[config.mk]
export PLATFORM = sky130hd
export DESIGN_NAME = mpeg_audio_header_sync_core
export DESIGN_NICKNAME = d
export VERILOG_FILES = /design/src/mahs_pkg.sv /design/src/mahs_front.sv /design/src/mahs_fifo.sv /design/src/mahs_back.sv /design/src/mpeg_audio_header_sync_core.sv
export SDC_FILE = /design/constraint.sdc
export NUM_CORES = 1
export LEC_CHECK = 0
export BUFFER_PORTS_ARGS = -buffer_cell sky130_fd_sc_hd__buf_4
export CAP_MARGIN = 40
export CORE_AREA = 2 2 170 238
export CTS_BUF_LIST = sky130_fd_sc_hd__clkbuf_16
export DETAILED_ROUTE_END_ITERATION = 16
export DIE_AREA = 0 0 172 240
export MAX_ROUTING_LAYER = met4
export PLACE_DENSITY = 0.85
export SYNTH_ARGS = -nofsm -noshare
export SYNTH_HDL_FRONTEND = slang
export SYNTH_SLANG_ARGS = --single-unit
[constraint.sdc]
create_clock -name clock -period 20 [get_ports clock]
set_input_delay 1 -clock clock [delete_from_list [all_inputs] [get_ports clock]]
set_output_delay 1 -clock clock [all_outputs]
set_load 0.02 [all_outputs]
[src/mahs_pkg.sv]
// Shared types, constants and lookup tables for the MPEG audio header sync block.
`default_nettype none
package mahs_pkg;

   localparam int COUNT_BITS_DEF = 16;
   localparam int CSR_INDEX_BITS = 2;
   localparam int CSR_DATA_BITS  = 16;
   localparam int JOB_DEPTH      = 4;

   localparam logic [CSR_INDEX_BITS-1:0] CSR_MAX_SEARCH   = 2'd0;
   localparam logic [CSR_INDEX_BITS-1:0] CSR_MATCH_ENABLE = 2'd1;
   localparam logic [CSR_INDEX_BITS-1:0] CSR_MATCH_RATE   = 2'd2;

   localparam logic [15:0] MAX_SEARCH_RESET = 16'd4096;
   localparam logic [15:0] MATCH_RATE_RESET = 16'd44100;

   localparam logic [7:0] SYNC_BYTE = 8'hFF;
   localparam logic [7:0] SYNC_MASK = 8'hE0;

   localparam logic [1:0] LEVEL_MPEG1  = 2'd1;
   localparam logic [1:0] LEVEL_MPEG2  = 2'd2;
   localparam logic [1:0] LEVEL_MPEG25 = 2'd3;

   localparam logic [1:0] LAYER_1 = 2'd1;
   localparam logic [1:0] LAYER_2 = 2'd2;
   localparam logic [1:0] LAYER_3 = 2'd3;

   localparam logic [10:0] SPF_LAYER1 = 11'd384;
   localparam logic [10:0] SPF_LONG   = 11'd1152;
   localparam logic [10:0] SPF_SHORT  = 11'd576;

   localparam logic [17:0] COEF_LAYER1 = 18'd12000;
   localparam logic [17:0] COEF_SHORT  = 18'd72000;
   localparam logic [17:0] COEF_LONG   = 18'd144000;

   localparam int NUM_BITS = 27;

   localparam logic [15:0] RATE_V1 [4] = '{16'd44100, 16'd48000, 16'd32000, 16'd0};
   localparam logic [15:0] RATE_V2 [4] = '{16'd22050, 16'd24000, 16'd16000, 16'd0};

   localparam logic [8:0] KBPS_TAB [6][16] = '{
      '{9'd0, 9'd32, 9'd64, 9'd96, 9'd128, 9'd160, 9'd192, 9'd224,
        9'd256, 9'd288, 9'd320, 9'd352, 9'd384, 9'd416, 9'd448, 9'd0},
      '{9'd0, 9'd32, 9'd48, 9'd56, 9'd64, 9'd80, 9'd96, 9'd112,
        9'd128, 9'd160, 9'd192, 9'd224, 9'd256, 9'd320, 9'd384, 9'd0},
      '{9'd0, 9'd32, 9'd40, 9'd48, 9'd56, 9'd64, 9'd80, 9'd96,
        9'd112, 9'd128, 9'd160, 9'd192, 9'd224, 9'd256, 9'd320, 9'd0},
      '{9'd0, 9'd32, 9'd48, 9'd56, 9'd64, 9'd80, 9'd96, 9'd112,
        9'd128, 9'd144, 9'd160, 9'd176, 9'd192, 9'd224, 9'd256, 9'd0},
      '{9'd0, 9'd8, 9'd16, 9'd24, 9'd32, 9'd40, 9'd48, 9'd56,
        9'd64, 9'd80, 9'd96, 9'd112, 9'd128, 9'd144, 9'd160, 9'd0},
      '{9'd0, 9'd8, 9'd16, 9'd24, 9'd32, 9'd40, 9'd48, 9'd56,
        9'd64, 9'd80, 9'd96, 9'd112, 9'd128, 9'd144, 9'd160, 9'd0}
   };

   typedef struct packed {
      logic [7:0] byte_in;
      logic       first;
   } req_type;

   typedef struct packed {
      logic        found;
      logic [15:0] offset;
      logic [1:0]  version_level;
      logic [1:0]  layer;
      logic        crc_present;
      logic        padding;
      logic        private_bit;
      logic [3:0]  mode_bits;
      logic [15:0] sample_rate;
      logic [8:0]  bitrate_kbps;
      logic [10:0] samples_per_frame;
      logic [12:0] frame_bytes;
   } rsp_type;

   function automatic logic [15:0] rate_lookup(input logic [1:0] level,
                                               input logic [1:0] fq);
      logic [15:0] r;
      case (level)
         LEVEL_MPEG1:  r = RATE_V1[fq];
         LEVEL_MPEG2:  r = RATE_V2[fq];
         LEVEL_MPEG25: r = RATE_V2[fq] >> 1;
         default:      r = 16'd0;
      endcase
      return r;
   endfunction

   function automatic logic [8:0] kbps_lookup(input logic [2:0] row,
                                              input logic [3:0] idx);
      logic [8:0] k;
      if (row < 3'd6) begin
         k = KBPS_TAB[row][idx];
      end else begin
         k = 9'd0;
      end
      return k;
   endfunction

endpackage
`default_nettype wire

[src/mahs_front.sv]
// Front part: byte window, search control, header classification and config registers.
`default_nettype none
module mahs_front #(
   parameter int COUNT_BITS = mahs_pkg::COUNT_BITS_DEF
) (
   input  wire logic                                  clock,
   input  wire logic                                  reset,
   input  wire logic                                  req_push,
   input  wire mahs_pkg::req_type                     req_data,
   input  wire logic                                  csr_we,
   input  wire logic [mahs_pkg::CSR_INDEX_BITS-1:0]   csr_index,
   input  wire logic [mahs_pkg::CSR_DATA_BITS-1:0]    csr_wdata,
   input  wire logic                                  job_full,
   output logic                                       job_push,
   output mahs_pkg::rsp_type                          job_data
);
   import mahs_pkg::*;

   localparam int LW = ((COUNT_BITS > 16) ? COUNT_BITS : 16) + 1;
   localparam logic [LW-1:0] CAP = {{(LW-COUNT_BITS){1'b0}}, {COUNT_BITS{1'b1}}} - LW'(3);

   logic [15:0]           max_search_ff, max_search_in;
   logic                  match_enable_ff, match_enable_in;
   logic [15:0]           match_rate_ff, match_rate_in;
   logic [23:0]           window_ff, window_in;
   logic [COUNT_BITS-1:0] count_ff, count_in;
   logic                  searching_ff, searching_in;

   logic                  accept;
   logic                  srch;
   logic [COUNT_BITS-1:0] cnt;
   logic [23:0]           win;
   logic [COUNT_BITS-1:0] pos;
   logic [LW-1:0]         pos_ext, ms_ext, lim0, limit;
   logic [7:0]            b0, b1, b2, b3;
   logic [1:0]            level, layer;
   logic [2:0]            row;
   logic [15:0]           rate;
   logic [8:0]            kbps;
   logic                  hdr_ok;
   rsp_type               hit_job;

   assign accept = req_push & ~job_full;

   always_comb begin
      srch    = req_data.first | searching_ff;
      cnt     = req_data.first ? '0 : count_ff;
      win     = req_data.first ? 24'd0 : window_ff;
      pos     = cnt - COUNT_BITS'(3);
      pos_ext = LW'(pos);
      ms_ext  = LW'(max_search_ff);
      lim0    = (ms_ext < LW'(5)) ? '0 : ms_ext - LW'(5);
      limit   = (lim0 > CAP) ? CAP : lim0;

      b0 = win[23:16];
      b1 = win[15:8];
      b2 = win[7:0];
      b3 = req_data.byte_in;

      case (b1[4:3])
         2'b11:   level = LEVEL_MPEG1;
         2'b10:   level = LEVEL_MPEG2;
         default: level = LEVEL_MPEG25;
      endcase
      case (b1[2:1])
         2'b01:   layer = LAYER_3;
         2'b10:   layer = LAYER_2;
         2'b11:   layer = LAYER_1;
         default: layer = 2'd0;
      endcase
      row  = (level == LEVEL_MPEG1) ? ({1'b0, layer} - 3'd1) : ({1'b0, layer} + 3'd2);
      rate = rate_lookup(level, b2[3:2]);
      kbps = kbps_lookup(row, b2[7:4]);

      hdr_ok = (b0 == SYNC_BYTE) && ((b1 & SYNC_MASK) == SYNC_MASK) &&
               (b1[4:3] != 2'b01) && (b1[2:1] != 2'b00) &&
               (rate != 16'd0) && (kbps != 9'd0) &&
               !(match_enable_ff && (rate != match_rate_ff));

      hit_job                   = '0;
      hit_job.found             = 1'b1;
      hit_job.offset            = pos_ext[15:0];
      hit_job.version_level     = level;
      hit_job.layer             = layer;
      hit_job.crc_present       = ~b1[0];
      hit_job.padding           = b2[1];
      hit_job.private_bit       = b2[0];
      hit_job.mode_bits         = b3[7:4];
      hit_job.sample_rate       = rate;
      hit_job.bitrate_kbps      = kbps;
      if (layer == LAYER_1) begin
         hit_job.samples_per_frame = SPF_LAYER1;
      end else if ((layer == LAYER_2) || (level == LEVEL_MPEG1)) begin
         hit_job.samples_per_frame = SPF_LONG;
      end else begin
         hit_job.samples_per_frame = SPF_SHORT;
      end
   end

   always_comb begin
      window_in    = window_ff;
      count_in     = count_ff;
      searching_in = searching_ff;
      job_push     = 1'b0;
      job_data     = '0;
      if (accept && srch) begin
         searching_in = 1'b1;
         if (cnt < COUNT_BITS'(3)) begin
            window_in = {win[15:0], b3};
            count_in  = cnt + COUNT_BITS'(1);
         end else if (pos_ext > limit) begin
            window_in    = win;
            count_in     = cnt;
            searching_in = 1'b0;
            job_push     = 1'b1;
         end else begin
            window_in = {win[15:0], b3};
            count_in  = (cnt != '1) ? cnt + COUNT_BITS'(1) : cnt;
            if (hdr_ok) begin
               searching_in = 1'b0;
               job_push     = 1'b1;
               job_data     = hit_job;
            end else if (pos_ext >= limit) begin
               searching_in = 1'b0;
               job_push     = 1'b1;
            end
         end
      end
   end

   always_comb begin
      max_search_in   = max_search_ff;
      match_enable_in = match_enable_ff;
      match_rate_in   = match_rate_ff;
      if (csr_we) begin
         case (csr_index)
            CSR_MAX_SEARCH:   max_search_in   = csr_wdata;
            CSR_MATCH_ENABLE: match_enable_in = csr_wdata[0];
            CSR_MATCH_RATE:   match_rate_in   = csr_wdata;
            default:          max_search_in   = max_search_ff;
         endcase
      end
   end

   always_ff @(posedge clock) begin
      if (reset) begin
         max_search_ff   <= MAX_SEARCH_RESET;
         match_enable_ff <= 1'b0;
         match_rate_ff   <= MATCH_RATE_RESET;
         window_ff       <= 24'd0;
         count_ff        <= '0;
         searching_ff    <= 1'b0;
      end else begin
         max_search_ff   <= max_search_in;
         match_enable_ff <= match_enable_in;
         match_rate_ff   <= match_rate_in;
         window_ff       <= window_in;
         count_ff        <= count_in;
         searching_ff    <= searching_in;
      end
   end

endmodule
`default_nettype wire

[src/mahs_fifo.sv]
// Short queue of classified items between the front and back parts.
`default_nettype none
module mahs_fifo (
   input  wire logic              clock,
   input  wire logic              reset,
   input  wire logic              push,
   input  wire mahs_pkg::rsp_type push_data,
   output logic                   full,
   input  wire logic              pop,
   output mahs_pkg::rsp_type      pop_data,
   output logic                   empty
);
   import mahs_pkg::*;

   localparam int AW = $clog2(JOB_DEPTH);

   rsp_type     mem_ff [JOB_DEPTH];
   logic [AW:0] wptr_ff, wptr_in;
   logic [AW:0] rptr_ff, rptr_in;
   logic [AW:0] fill;

   assign fill     = wptr_ff - rptr_ff;
   assign full     = (fill == (AW+1)'(JOB_DEPTH));
   assign empty    = (fill == '0);
   assign pop_data = mem_ff[rptr_ff[AW-1:0]];

   always_comb begin
      wptr_in = (push && !full) ? wptr_ff + (AW+1)'(1) : wptr_ff;
      rptr_in = (pop && !empty) ? rptr_ff + (AW+1)'(1) : rptr_ff;
   end

   always_ff @(posedge clock) begin
      if (reset) begin
         wptr_ff <= '0;
         rptr_ff <= '0;
      end else begin
         wptr_ff <= wptr_in;
         rptr_ff <= rptr_in;
      end
   end

   always_ff @(posedge clock) begin
      if (push && !full) begin
         mem_ff[wptr_ff[AW-1:0]] <= push_data;
      end
   end

endmodule
`default_nettype wire

[src/mahs_back.sv]
// Back part: frame length by multiply and shift-subtract divide, and the result register.
`default_nettype none
module mahs_back (
   input  wire logic              clock,
   input  wire logic              reset,
   input  wire logic              job_empty,
   input  wire mahs_pkg::rsp_type job_data,
   output logic                   job_pop,
   output logic                   rsp_empty,
   input  wire logic              rsp_pop,
   output mahs_pkg::rsp_type      rsp_data
);
   import mahs_pkg::*;

   localparam int CW = $clog2(NUM_BITS + 1);

   localparam logic [1:0] S_IDLE = 2'd0;
   localparam logic [1:0] S_MUL  = 2'd1;
   localparam logic [1:0] S_DIV  = 2'd2;
   localparam logic [1:0] S_OUT  = 2'd3;

   logic [1:0]          state_ff, state_in;
   logic [CW-1:0]       step_ff, step_in;
   rsp_type             job_ff, job_in;
   logic [NUM_BITS-1:0] num_ff, num_in;
   logic [15:0]         rem_ff, rem_in;
   logic [12:0]         quo_ff, quo_in;
   logic                out_valid_ff, out_valid_in;
   rsp_type             out_ff, out_in;

   logic [17:0]         coef;
   logic [16:0]         trial;
   logic                load_out;
   logic [12:0]         sum;

   assign job_pop   = (state_ff == S_IDLE) && !job_empty;
   assign rsp_empty = ~out_valid_ff;
   assign rsp_data  = out_ff;
   assign load_out  = (state_ff == S_OUT) && (!out_valid_ff || rsp_pop);

   always_comb begin
      if (job_ff.layer == LAYER_1) begin
         coef = COEF_LAYER1;
      end else if ((job_ff.layer == LAYER_3) && (job_ff.version_level != LEVEL_MPEG1)) begin
         coef = COEF_SHORT;
      end else begin
         coef = COEF_LONG;
      end
      trial = {rem_ff, num_ff[NUM_BITS-1]};
      sum   = quo_ff + 13'(job_ff.padding);
   end

   always_comb begin
      state_in     = state_ff;
      step_in      = step_ff;
      job_in       = job_ff;
      num_in       = num_ff;
      rem_in       = rem_ff;
      quo_in       = quo_ff;
      out_in       = out_ff;
      out_valid_in = (rsp_pop && out_valid_ff) ? 1'b0 : out_valid_ff;
      case (state_ff)
         S_IDLE: begin
            if (!job_empty) begin
               job_in   = job_data;
               state_in = job_data.found ? S_MUL : S_OUT;
            end
         end
         S_MUL: begin
            num_in   = NUM_BITS'(coef) * NUM_BITS'(job_ff.bitrate_kbps);
            rem_in   = 16'd0;
            quo_in   = 13'd0;
            step_in  = CW'(NUM_BITS);
            state_in = S_DIV;
         end
         S_DIV: begin
            num_in = num_ff << 1;
            if (trial >= {1'b0, job_ff.sample_rate}) begin
               rem_in = 16'(trial - {1'b0, job_ff.sample_rate});
               quo_in = {quo_ff[11:0], 1'b1};
            end else begin
               rem_in = trial[15:0];
               quo_in = {quo_ff[11:0], 1'b0};
            end
            step_in = step_ff - CW'(1);
            if (step_ff == CW'(1)) begin
               state_in = S_OUT;
            end
         end
         S_OUT: begin
            if (load_out) begin
               out_in = job_ff;
               if (job_ff.found) begin
                  out_in.frame_bytes = (job_ff.layer == LAYER_1) ? {sum[10:0], 2'b00} : sum;
               end
               out_valid_in = 1'b1;
               state_in     = S_IDLE;
            end
         end
         default: state_in = S_IDLE;
      endcase
   end

   always_ff @(posedge clock) begin
      if (reset) begin
         state_ff     <= S_IDLE;
         out_valid_ff <= 1'b0;
         step_ff      <= '0;
      end else begin
         state_ff     <= state_in;
         out_valid_ff <= out_valid_in;
         step_ff      <= step_in;
      end
   end

   always_ff @(posedge clock) begin
      job_ff <= job_in;
      num_ff <= num_in;
      rem_ff <= rem_in;
      quo_ff <= quo_in;
      out_ff <= out_in;
   end

endmodule
`default_nettype wire

[src/mpeg_audio_header_sync_core.sv]
// Top level of the MPEG audio frame header sync block.
//
// Input items are stream bytes on req_data; an item is taken when req_push is high and
// req_full is low. An item with first set opens a new search window at that byte.
// The front part takes one byte per cycle while req_full is low, keeps the last three
// bytes and checks each candidate header when its fourth byte arrives. A hit, or the end
// of the search window, puts one item into a four-entry queue. The back part computes
// the frame length with a 27-step shift-subtract divider before a found header reaches
// rsp_data; a window that runs out skips the divider and goes to the result register.
// Bytes keep flowing at one per cycle while results are pending; req_full rises only when
// the queue is full, which takes several results waiting on the divider or the receiver.
// A result stays on rsp_data while rsp_empty is low and is taken when rsp_pop is high.
// If the receiver stalls, the back part holds its finished item and then the queue fills.
// Reset clears the search, the queue and the result register and loads the defaults:
// search length 4096, matching off, required rate 44100. The user must write registers
// via csr_we, csr_index and csr_wdata only while idle; the block does not enforce it.
`default_nettype none
module mpeg_audio_header_sync_core #(
   parameter int COUNT_BITS = mahs_pkg::COUNT_BITS_DEF
) (
   input  wire logic                                clock,
   input  wire logic                                reset,
   input  wire logic                                req_push,
   output logic                                     req_full,
   input  wire mahs_pkg::req_type                   req_data,
   output logic                                     rsp_empty,
   input  wire logic                                rsp_pop,
   output mahs_pkg::rsp_type                        rsp_data,
   input  wire logic                                csr_we,
   input  wire logic [mahs_pkg::CSR_INDEX_BITS-1:0] csr_index,
   input  wire logic [mahs_pkg::CSR_DATA_BITS-1:0]  csr_wdata
);
   import mahs_pkg::*;

   logic    job_push;
   rsp_type job_in_data;
   logic    job_full;
   logic    job_pop;
   rsp_type job_out_data;
   logic    job_empty;

   assign req_full = job_full;

   mahs_front #(
      .COUNT_BITS(COUNT_BITS)
   ) u_front (
      .clock     (clock),
      .reset     (reset),
      .req_push  (req_push),
      .req_data  (req_data),
      .csr_we    (csr_we),
      .csr_index (csr_index),
      .csr_wdata (csr_wdata),
      .job_full  (job_full),
      .job_push  (job_push),
      .job_data  (job_in_data)
   );

   mahs_fifo u_fifo (
      .clock     (clock),
      .reset     (reset),
      .push      (job_push),
      .push_data (job_in_data),
      .full      (job_full),
      .pop       (job_pop),
      .pop_data  (job_out_data),
      .empty     (job_empty)
   );

   mahs_back u_back (
      .clock     (clock),
      .reset     (reset),
      .job_empty (job_empty),
      .job_data  (job_out_data),
      .job_pop   (job_pop),
      .rsp_empty (rsp_empty),
      .rsp_pop   (rsp_pop),
      .rsp_data  (rsp_data)
   );

endmodule
`default_nettype wire

### After elaboration in Yosys (flattened, before gate mapping)

Memories as Yosys holds them, arrays and structs flattened. A register that Yosys moved wholly into a read port is not among the register bits.
Index checks and enable logic that the tools add are counted.
Widths: inputs -> output; s select.

| word-level totals | value |
|---|---|
| register bits | 298 |
| bits in latches | 0 |
| memory bits (writable) | 308 |
| bits in read-only memories | 1,152 |
| output and inout bits | 79 |
| word-level logic and storage cells | 194 |
| memories | 2 |

Memories:

| memory | words | width | rd ports | clocked after Yosys merged registers in | wr ports | line | RTL |
|---|---|---|---|---|---|---|---|
| (name not given) | 8 | 144 | 1 | 0 | 0 | mahs_pkg.sv:92 | `k = KBPS_TAB[row][idx];` |
| u_fifo.mem_ff | 4 | 77 | 1 | 1 | 1 | mahs_fifo.sv:17 | `rsp_type mem_ff [JOB_DEPTH];` |

| operators by class | value |
|---|---|
| $add $sub $neg | 11 |
| $mul | 1 |
| divide/modulo/power cells | 0 |
| order comparisons | 10 |
| equality and inequality tests | 28 |
| shift operators | 0 |
| muxes and demuxes | 62 |
| bitwise gates (word level) | 9 |
| reductions and logical operators | 33 |

Operators by type and width:

| cell | count |
|---|---|
| $mux 77 | 4 |
| $mux 144 | 2 |
| $mux 16 | 9 |
| $mux 24 | 3 |
| $bmux 16 s2 | 2 |
| $pmux 27 s2 | 1 |
| $pmux 16 s3 | 1 |
| $bmux 9 s4 | 1 |
| $mux 18 | 2 |
| $mux 17 | 2 |
| $pmux 16 s2 | 1 |
| $mul 18x9->27 | 1 |
| $mux 9 | 3 |
| $mux 13 | 2 |
| $pmux 13 s2 | 1 |
| $eq 2x2->1 const B | 11 |
| $mux 11 | 2 |
| $ge 16x17->1 | 1 |
| $ge 17x16->1 | 1 |
| $gt 16x17->1 | 1 |
| $gt 17x16->1 const B | 1 |
| $sub 16x3->17 const B | 1 |
| $add 16x1->16 const B | 1 |
| $lt 16x2->1 const B | 1 |
| 44 further kinds | 99 |

### Depth between registers and ports, before layout

Gate-level depths: netlist (run 1).

| depth | value |
|---|---|
| depth after elaboration | 23 |
| depth in mapped cells | 23 |

### By module

A second synthesis (run 1) with hierarchy kept.

| unflattened totals | value |
|---|---|
| cell total of the unflattened synthesis | 2,296 |
| area total of the unflattened synthesis | 30,185.2 um^2 |

Modules (own cells, without submodules):

| module | times used | cells an instance | area an instance (um^2) | seq. area each (um^2) |
|---|---|---|---|---|
| mahs_back | 1 | 960 | 11,815.1 | 6,316.1 |
| mahs_fifo | 1 | 454 | 11,588.6 | 9,409.0 |
| mahs_front | 1 | 882 | 6,781.5 | 1,481.4 |

### Worst setup path after synthesis (run 1)

OpenSTA, ideal clock, no wires.

| timing | value |
|---|---|
| path type | input to register |
| start | input port req_data[0] in the netlist's numbering |
| end | register u_fifo.wptr_ff[2] |
| arrival time | 9.328 ns |
| required time | 19.923 ns |
| path slack | 10.595 ns |
| stages on the path | 20 |
| buffers on the path | 6 |
| cell sequence | buf_2 > buf_2 > buf_2 > buf_1 > buf_1 > nor2b_1 > ha_1 > clkbuf_1 > o21bai_1 > nor2_1 > o21ai_0 > a221oi_1 > ha_1 > nand3_1 > or2_2 > nor4_1 > nand2b_1 > o21ai_0 > nor3b_1 > mux2_2 |

| between the ends | value |
|---|---|
| longest elaborated chain between the ends | 21 |
| elaborated cells on any way between the ends | 60 |
| those cells by class | add/sub: 3; order compare: 4; eq/ne: 12; mux: 23; bitwise: 4; reduce/logical: 13; memory: 1 |

Ends and longest elaborated chain:

| item | line | RTL |
|---|---|---|
| from (decl) | mpeg_audio_header_sync_core.sv:25 | `input wire mahs_pkg::req_type req_data,` |
| $mux 24 | mahs_front.sv:48 | `win = req_data.first ? 24'd0 : window_ff;` |
| $eq 2x2->1, or another cell as far along | mahs_front.sv:65 | `case (b1[2:1])` |
| $pmux 2 s3 or $pmux 2 s2 (tied branches) | mahs_front.sv:65, mahs_front.sv:60 |  |
| $add 2x2->3, or another cell as far along | mahs_front.sv:71 | `row = (level == LEVEL_MPEG1) ? ({1'b0, layer} - 3'd1) : ({1'b0, layer} + 3'd2);` |
| $mux 3 | mahs_front.sv:71 |  |
| $not 3->4 (not written as such) | mahs_pkg.sv:92 |  |
| $mem_v2 8x144 | n/a |  |
| $mux 144 (not written as such) (2 in a row) | mahs_pkg.sv:92 |  |
| (+3 left out) | n/a |  |
| $mux 9 | mahs_pkg.sv:91 | `if (row < 3'd6) begin` |
| $reduce_bool 9->1 | mahs_front.sv:77 | `(rate != 16'd0) && (kbps != 9'd0) &&` |
| $logic_and 1x1->1 (2 in a row) | mahs_front.sv:77 |  |
| $mux 1 | mahs_front.sv:119 | `if (hdr_ok) begin` |
| $mux 1 | mahs_front.sv:111 | `end else if (pos_ext > limit) begin` |
| $mux 1 | mahs_front.sv:108 | `if (cnt < COUNT_BITS'(3)) begin` |
| $mux 1 (*) | mahs_front.sv:106 | `if (accept && srch) begin` |
| $logic_and 1x1->1 (*) | mahs_fifo.sv:28 | `wptr_in = (push && !full) ? wptr_ff + (AW+1)'(1) : wptr_ff;` |
| to (signal assigned) | mahs_fifo.sv:37 | `wptr_ff <= wptr_in;` |
| to (decl) | mahs_fifo.sv:18 | `logic [AW:0] wptr_ff, wptr_in;` |

Every way passes the cells marked *; elsewhere a longest branch is shown, timed or not. The select of a mux whose other input is x is not followed.
A chain may end at the register's enable or synchronous reset.

### Final worst setup path (run 1)

| timing | value |
|---|---|
| start | register u_back.job_ff[57] in the netlist's numbering |
| end | register u_back.num_ff[25] (data pin) |

| between the ends | value |
|---|---|
| longest elaborated chain between the ends | 6 |
| elaborated cells on any way between the ends | 7 |
| those cells by class | mul: 1; eq/ne: 2; mux: 3; reduce/logical: 1 |

Ends and longest elaborated chain:

| item | line | RTL |
|---|---|---|
| from (decl) | mahs_back.sv:24 | `rsp_type job_ff, job_in;` |
| from (signal assigned) | mahs_back.sv:117 | `job_ff <= job_in;` |
| $eq 2x2->1 | mahs_back.sv:44 | `end else if ((job_ff.layer == LAYER_3) && (job_ff.version_level != LEVEL_MPEG1)) begin` |
| $logic_and 1x1->1 | mahs_back.sv:44 |  |
| $mux 18 | mahs_back.sv:44 |  |
| $mux 18 (*) | mahs_back.sv:42 | `if (job_ff.layer == LAYER_1) begin` |
| $mul 18x9->27 (*) | mahs_back.sv:70 | `num_in = NUM_BITS'(coef) * NUM_BITS'(job_ff.bitrate_kbps);` |
| $pmux 27 s2 (*) | mahs_back.sv:62 | `case (state_ff)` |
| net u_back.num_in[25] | mahs_back.sv:25 | `logic [NUM_BITS-1:0] num_ff, num_in;` |
| to (signal assigned) | mahs_back.sv:118 | `num_ff <= num_in;` |
| to (decl) | mahs_back.sv:25 |  |

Mark *: on every way through the listed nets, which the timed path passes. The rest lies on a longest branch.

==> impl_metrics.json, run 1 <==
{
  "status": "complete, no violations",
  "clock-sinks": 463,
  "ctsRootBufferMaster": "clkbuf_16",
  "hp-class": "reg2reg",
  "post_cts_resized": 0,
  "io_buffers": 100,
  "track_usage": 0.2699,
  "overflow": 0,
  "end_kind": "register",
  "drcViolationCount": 0,
  "worst_slew_pin_slew_ns": 0.9438,
  "drv_slew": 0,
  "synth_edf_count": 373,
  "numCtsBuffers": 43,
  "post_cts_buffers": 0,
  "core_area_um2": 39170,
  "grt_max_degree": 72,
  "drive_above_1_share": 0.1410,
  "tns_ns": 0,
  "synth_area_um2": 23250,
  "place_hpwl_mm": 37.03,
  "start_util": 0.5935,
  "finalSetupViolCount": 0,
  "final_cell_mix": "edfxtp_1 (373), nand2_1 (177), nor2_1 (165), inv_1 (124), buf_4 (122)",
  "antenna_cells": 0,
  "wl_per_cell_um": 21.02,
  "fillers": 2789,
  "synthArstFlopShare": 0,
  "die_w_um": 172,
  "synth_area_per_cell_um2": 12.03,
  "rsz0062_at_grt": "false",
  "via_per_inst": 6.156,
  "worstPathMaxFanout": 12,
  "drt_iter0_markers": 1415,
  "multiInputGateArea_um2": 9343,
  "syn_inst": 1932,
  "num_vias": 15740,
  "cts.path.max_buffers": 3,
  "rows": 86,
  "dpl-instance-area_um2": 24390,
  "min_period_ns": 5.870,
  "nNetsFinal": 2161,
  "grt_pass1_wl_mm": 83.71,
  "synth.ff_latch_count": 463,
  "cp-start-kind": "register",
  "cts_hold_buffers": 0,
  "final_antenna_net_count": 0,
  "hold_viol_final": 0,
  "routed_wirelength_mm": 53.74,
  "yosysSeqAreaShare": 0.5593,
  "skew_ns": 0.02534,
  "grt_pass1_vias": 15700,
  "regArea_um2": 13010,
  "cp.required_ns": 20.38,
  "ys_types": 88,
  "p_leak_nw": 9.619,
  "relSlewSlack": 0.3619,
  "vdd_drop_max_uv": 106.3,
  "die_area_um2": 41280,
  "antenna_found_initial": 0,
  "final_common_cell": "edfxtp_1",
  "power_density_nw_per_um2": 138.8,
  "cap_violations": 0,
  "worstPathArrival_ns": 6.25,
  "clkTransAtPathRegs_ns": 0.07,
  "insertion_delay_ns": 0.57,
  "path_class": "reg2reg",
  "gp_congestion": 0.9334,
  "stdcell_area_um2": 25860,
  "dr.pass1.iters": 8,
  "htreeDepth": 2,
  "ios": 111,
  "finalCritPeriodShare": 0.2935,
  "yosys_warnings": 0,
  "synth_flop_cell": "edfxtp_1",
  "cts_tree": "done",
  "fmax_mhz": 170.4,
  "die_h_um": 240,
  "area_growth_pct": 11.24
}
-- stage by stage --
stage	hold WS, ns	setup WS [ns]	cells	util	power (mW)
2_1_floorplan	0.4003	10.59	1941	-	2.513
3_3_place_gp	0.4064	14.07	2474	0.6218	2.665
3_5_place_dp	0.4045	13.97	2477	0.6228	2.739
4_1_cts	0.3978	14.15	2557	0.6603	3.600
5_1_grt	0.4064	13.66	2557	0.6603	3.803
6_report	0.4024	14.13	2557	0.6603	3.591
-- synthesized netlist by cell type, types with 34 or more instances --
master / count / area share
nand2_1: 177 / 0.029
mux4_2: 52 / 0.050
nand3_1: 34 / 0.0073
fa_1: 35 / 0.030
edfxtp_1: 373 / 0.48
nor2_1: 165 / 0.027
inv_1: 114 / 0.018
dfxtp_1: 90 / 0.078
nor3_1: 44 / 0.0095
o21ai_0: 56 / 0.012
xnor2_1: 37 / 0.014
ha_1: 100 / 0.054
clkbuf_1: 71 / 0.011
a21oi_1: 96 / 0.021
nor2b_1: 35 / 0.0094
-- flip-flops by register name, summed over array words and instances (netlist names), named ones only --
register	flops
u_fifo.mem_ff	208
u_back.rsp_data	65
u_back.job_ff	52
u_front.window_ff	24
u_back.num_ff	19
u_back.rem_ff	16
u_front.count_ff	16
u_front.match_rate_ff	16
u_front.max_search_ff	16
u_back.quo_ff	13
u_back.step_ff	5
u_fifo.rptr_ff	3
u_fifo.wptr_ff	3
u_back.state_ff	2
u_back.out_valid_ff	1
u_front.match_enable_ff	1
u_front.searching_ff	1
-- worst max-delay path, cell delays in order (launching register included) --
cell,delay [ns]
edfxtp_1,0.47
inv_1,0.11
o21a_1,0.43
nand2_1,0.19
fa_1,0.50
fa_1,0.54
fa_1,0.55
inv_1,0.05
ha_1,0.33
ha_1,0.31
a21o_1,0.17
a21oi_1,0.21
nor2b_1,0.07
o21a_1,0.20
o41ai_1,0.58
o21a_1,0.29
a2111oi_0,0.18
o21a_1,0.23
o31ai_1,0.27
-- report_power, final --
group          internal (mW)  switching (mW)  total [mW]
clock                  0.478           0.366       0.844
combinational          0.592           0.816        1.41
sequential              1.24          0.0932        1.34
total                   2.32            1.28        3.59
-- final cells by class --
class / count / share of cell area
timing repair buffer: 124 / 0.03667
clock buffer: 43 / 0.04161
multi-input combinational: 1246 / 0.3613
inverter: 116 / 0.01684
sequential: 463 / 0.5030
clock inverter: 37 / 0.01510
tap: 528 / 0.02555
-- path summary, 6_finish.rpt --
kind	end	slack [ns]	cells after the start	from
max	u_back.num_ff[25]	14.13	18	u_back.job_ff[57]
min	u_back.rsp_data[21]	0.40	0	u_back.job_ff[21]
max reg2reg	u_back.num_ff[25]	14.13	18	u_back.job_ff[57]
min reg2reg	u_back.rsp_data[21]	0.40	0	u_back.job_ff[21]
-- routing by layer --
layer	wire [um]	vias up	global-route usage	share of wire
met5	0	-	-	0
met4	2301	0	0.1146	0.043
met3	2588	159	0.02782	0.048
met2	28320	634	0.4777	0.53
met1	20530	7747	0.3120	0.38
li1	-	7202	-	-
-- cells by family after synthesis --
logic type      Yosys count  synth area share
compound gates          352            0.1022
xor+xnor                 62           0.02336
fa+ha+maj               135           0.08396
buf+inv                 232           0.04166
flops                   463            0.5593
mux                      80           0.06286
other cells               1         0.0001613
simple gates            607            0.1265
Power figures use the tool's default switching activity.
==> inputs of run 2 (changes only) <==
ABC_AREA = 1   (was default)
CORE_AREA = 2 2 175 246   (was 2 2 170 238)
DIE_AREA = 0 0 177 248   (was 0 0 172 240)
PLACE_DENSITY = 0.84   (was 0.85)
clock period = 4.7 ns   (was 20 ns; I/O delays follow)
==> run 2 against run 1 <==
Compared with the run above: the flow now finishes with violations (setup timing); synthesized area shrank 0.67%; clock-buffer cell count shrank 1; worst hold slack lost 0.39 ns; clock skew shrank 0.0057 ns; non-clock buffer count grew 102; critical path type unchanged.
==> impl_metrics.json, run 2 <==
{
  "yosys_warnings": 0,
  "track_usage": 0.2627,
  "ys_types": 49,
  "path_class": "reg2reg",
  "hp-class": "in2reg",
  "die_area_um2": 43900,
  "via_per_inst": 5.735,
  "grt_pass1_wl_mm": 88.68,
  "hold_viol_final": 0,
  "synthArstFlopShare": 0,
  "grt_pass1_vias": 17790,
  "synth.ff_latch_count": 463,
  "skew_ns": 0.01960,
  "dpl-instance-area_um2": 24970,
  "gp_congestion": 0.9319,
  "tns_ns": -0.1306,
  "cap_violations": 0,
  "dp_slack_ns": -0.3983,
  "worstPathArrival_ns": 5.07,
  "rsz0062_at_grt": "true",
  "dr.pass1.iters": 9,
  "yosysSeqAreaShare": 0.5631,
  "synth_top_area_cell": "edfxtp_1",
  "numCtsBuffers": 42,
  "ctsRootBufferMaster": "clkbuf_16",
  "yosys.cell_count.top_type": "nand2_1",
  "yosys-top-cells-count": "nand2_1 (382), edfxtp_1 (373), nor2_1 (341)",
  "drv_slew": 0,
  "rows": 89,
  "cts.path.max_buffers": 3,
  "antenna_found_initial": 0,
  "syn_inst": 2374,
  "end_kind": "register",
  "synth_edf_count": 373,
  "routed_wirelength_mm": 57.11,
  "cp.required_ns": 5.00,
  "violations": "setup timing",
  "drive_above_1_share": 0.1622,
  "grt_max_degree": 66,
  "cp-start-kind": "register",
  "drt_iter0_markers": 1619,
  "synth_area_per_cell_um2": 9.727,
  "start_util": 0.5530,
  "largest_register_ffs": 208,
  "fmax_mhz": 209.7,
  "clock-sinks": 463,
  "num_vias": 17980,
  "clkTransAtPathRegs_ns": 0.06,
  "htreeDepth": 2,
  "antenna_cells": 0,
  "wl_per_cell_um": 18.22,
  "core_area_um2": 41760,
  "final_antenna_net_count": 0,
  "worstPathMaxFanout": 3,
  "finalCritPeriodShare": 1.015,
  "worst_slew_pin_slew_ns": 0.8626,
  "overflow": 0,
  "area_growth_pct": 17.82,
  "synthTopCellsByArea": "edfxtp_1 (49%), dfxtp_1 (7.8%), nand2_1 (6.2%)",
  "die_h_um": 248,
  "cts_tree": "done",
  "synth_flop_cell": "edfxtp_1",
  "stdcell_area_um2": 27210,
  "nNetsFinal": 2725,
  "min_period_ns": 4.769,
  "insertion_delay_ns": 0.57,
  "finalSetupViolCount": 4,
  "die_w_um": 177,
  "layout_setup_ws_ns": -0.06936,
  "ios": 111,
  "synth_area_um2": 23090,
  "relSlewSlack": 0.4249,
  "status": "finished, violations left",
  "yosysTopAreaCellShare": 0.4851,
  "place_hpwl_mm": 38.47,
  "drcViolationCount": 0,
  "final_common_cell": "nand2_1",
  "final_cell_mix": "nand2_1 (375), edfxtp_1 (373), nor2_1 (316), inv_1 (238), o21ai_0 (212)",
  "io_buffers": 100,
  "final_util": 0.6515
}
-- run 2: changes by cell type in the layout (fill, tap and decap cells not counted), sizes merged, moves of 35 or more --
cell   before  now
nor2      165  352
inv       131  268
buf       124  203
nand3      34   88
o21ai      59  227
o22ai       7   63
a21oi      97  142
mux4       52    0
nand2     177  392
nor2b      35    0
-- run 2: per-layer routing --
metal | GRT usage | vias to the layer above | share of wire
met2 | 0.4752 | 775 | 0.53
met4 | 0.1104 | 0 | 0.038
li1 | - | 8433 | -
met3 | 0.03033 | 163 | 0.061
met1 | 0.2922 | 8608 | 0.37
met5 | - | - | 0
-- run 2: cells by family (layout without fill, tap and decap cells) --
group	after synthesis	count (layout)	share of synthesized area
other cells	1	10	0.0001624
xor+xnor	50	50	0.01897
fa+ha+maj	135	135	0.08453
flops	463	463	0.5631
simple gates	896	896	0.1600
buf+inv	356	562	0.06231
compound gates	473	473	0.1110
-- run 2: area by class of cell --
type / count / area (um2)
fill: 3042 / 14550
clock inverter: 33 / 335.3
clock buffer: 42 / 1051
multi-input combinational: 1564 / 9225
timing repair buffer: 226 / 1927
tap: 546 / 683.2
inverter: 261 / 980.9
sequential: 463 / 13000
-- run 2: repair_timing --
action / in CTS / in global routing
cloned: 0 / 2
gates resized for setup: 46 / 76
endpoints found under the setup margin: 7 / 431
pin swaps: 21 / 34
hold endpoints to repair: 30 / 0
buffers inserted: 6 / 7
hold buffers: 21 / 0
-- run 2: final timing paths --
path | from | to | slack (ns) | depth (start not counted)
setup / recovery | u_back.job_ff[58] | u_back.num_ff[26] | -0.07 | 22
hold / removal | req_data[3] | u_front.window_ff[2] | 0.01 | 3
setup reg to reg | u_back.job_ff[58] | u_back.num_ff[26] | -0.07 | 22
hold reg to reg | u_back.job_ff[21] | u_back.rsp_data[21] | 0.41 | 0
-- run 2: stage by stage --
step | instances | hold WS [ns]
final | 3135 | 0.01499
after floorplan | 2383 | 0.3613
after global routing | 3135 | 0.04513
after global placement | 3019 | 0.4046
after CTS | 3126 | 0.01282
after detailed placement | 3024 | 0.4045
-- run 2: worst max-delay path, stage by stage, from the launching register on --
cell and delay (ns):
edfxtp_1 0.44, a21oi_4 0.29, buf_6 0.15, nor2_4 0.04, buf_6 0.13, nor2_4 0.08, inv_1 0.06, fa_1 0.50
inv_2 0.05, fa_2 0.55, fa_2 0.46, ha_4 0.24, ha_4 0.27, a21oi_2 0.05, o21ai_2 0.14, a21oi_2 0.07
or2_4 0.25, nand2_4 0.07, a21oi_4 0.06, buf_6 0.13, o31ai_4 0.19, xnor2_1 0.16, o21ai_1 0.10
Power of run 2 is not shown: default switching activity piles up to over one toggle a cycle in this logic, so the estimate is an artifact.
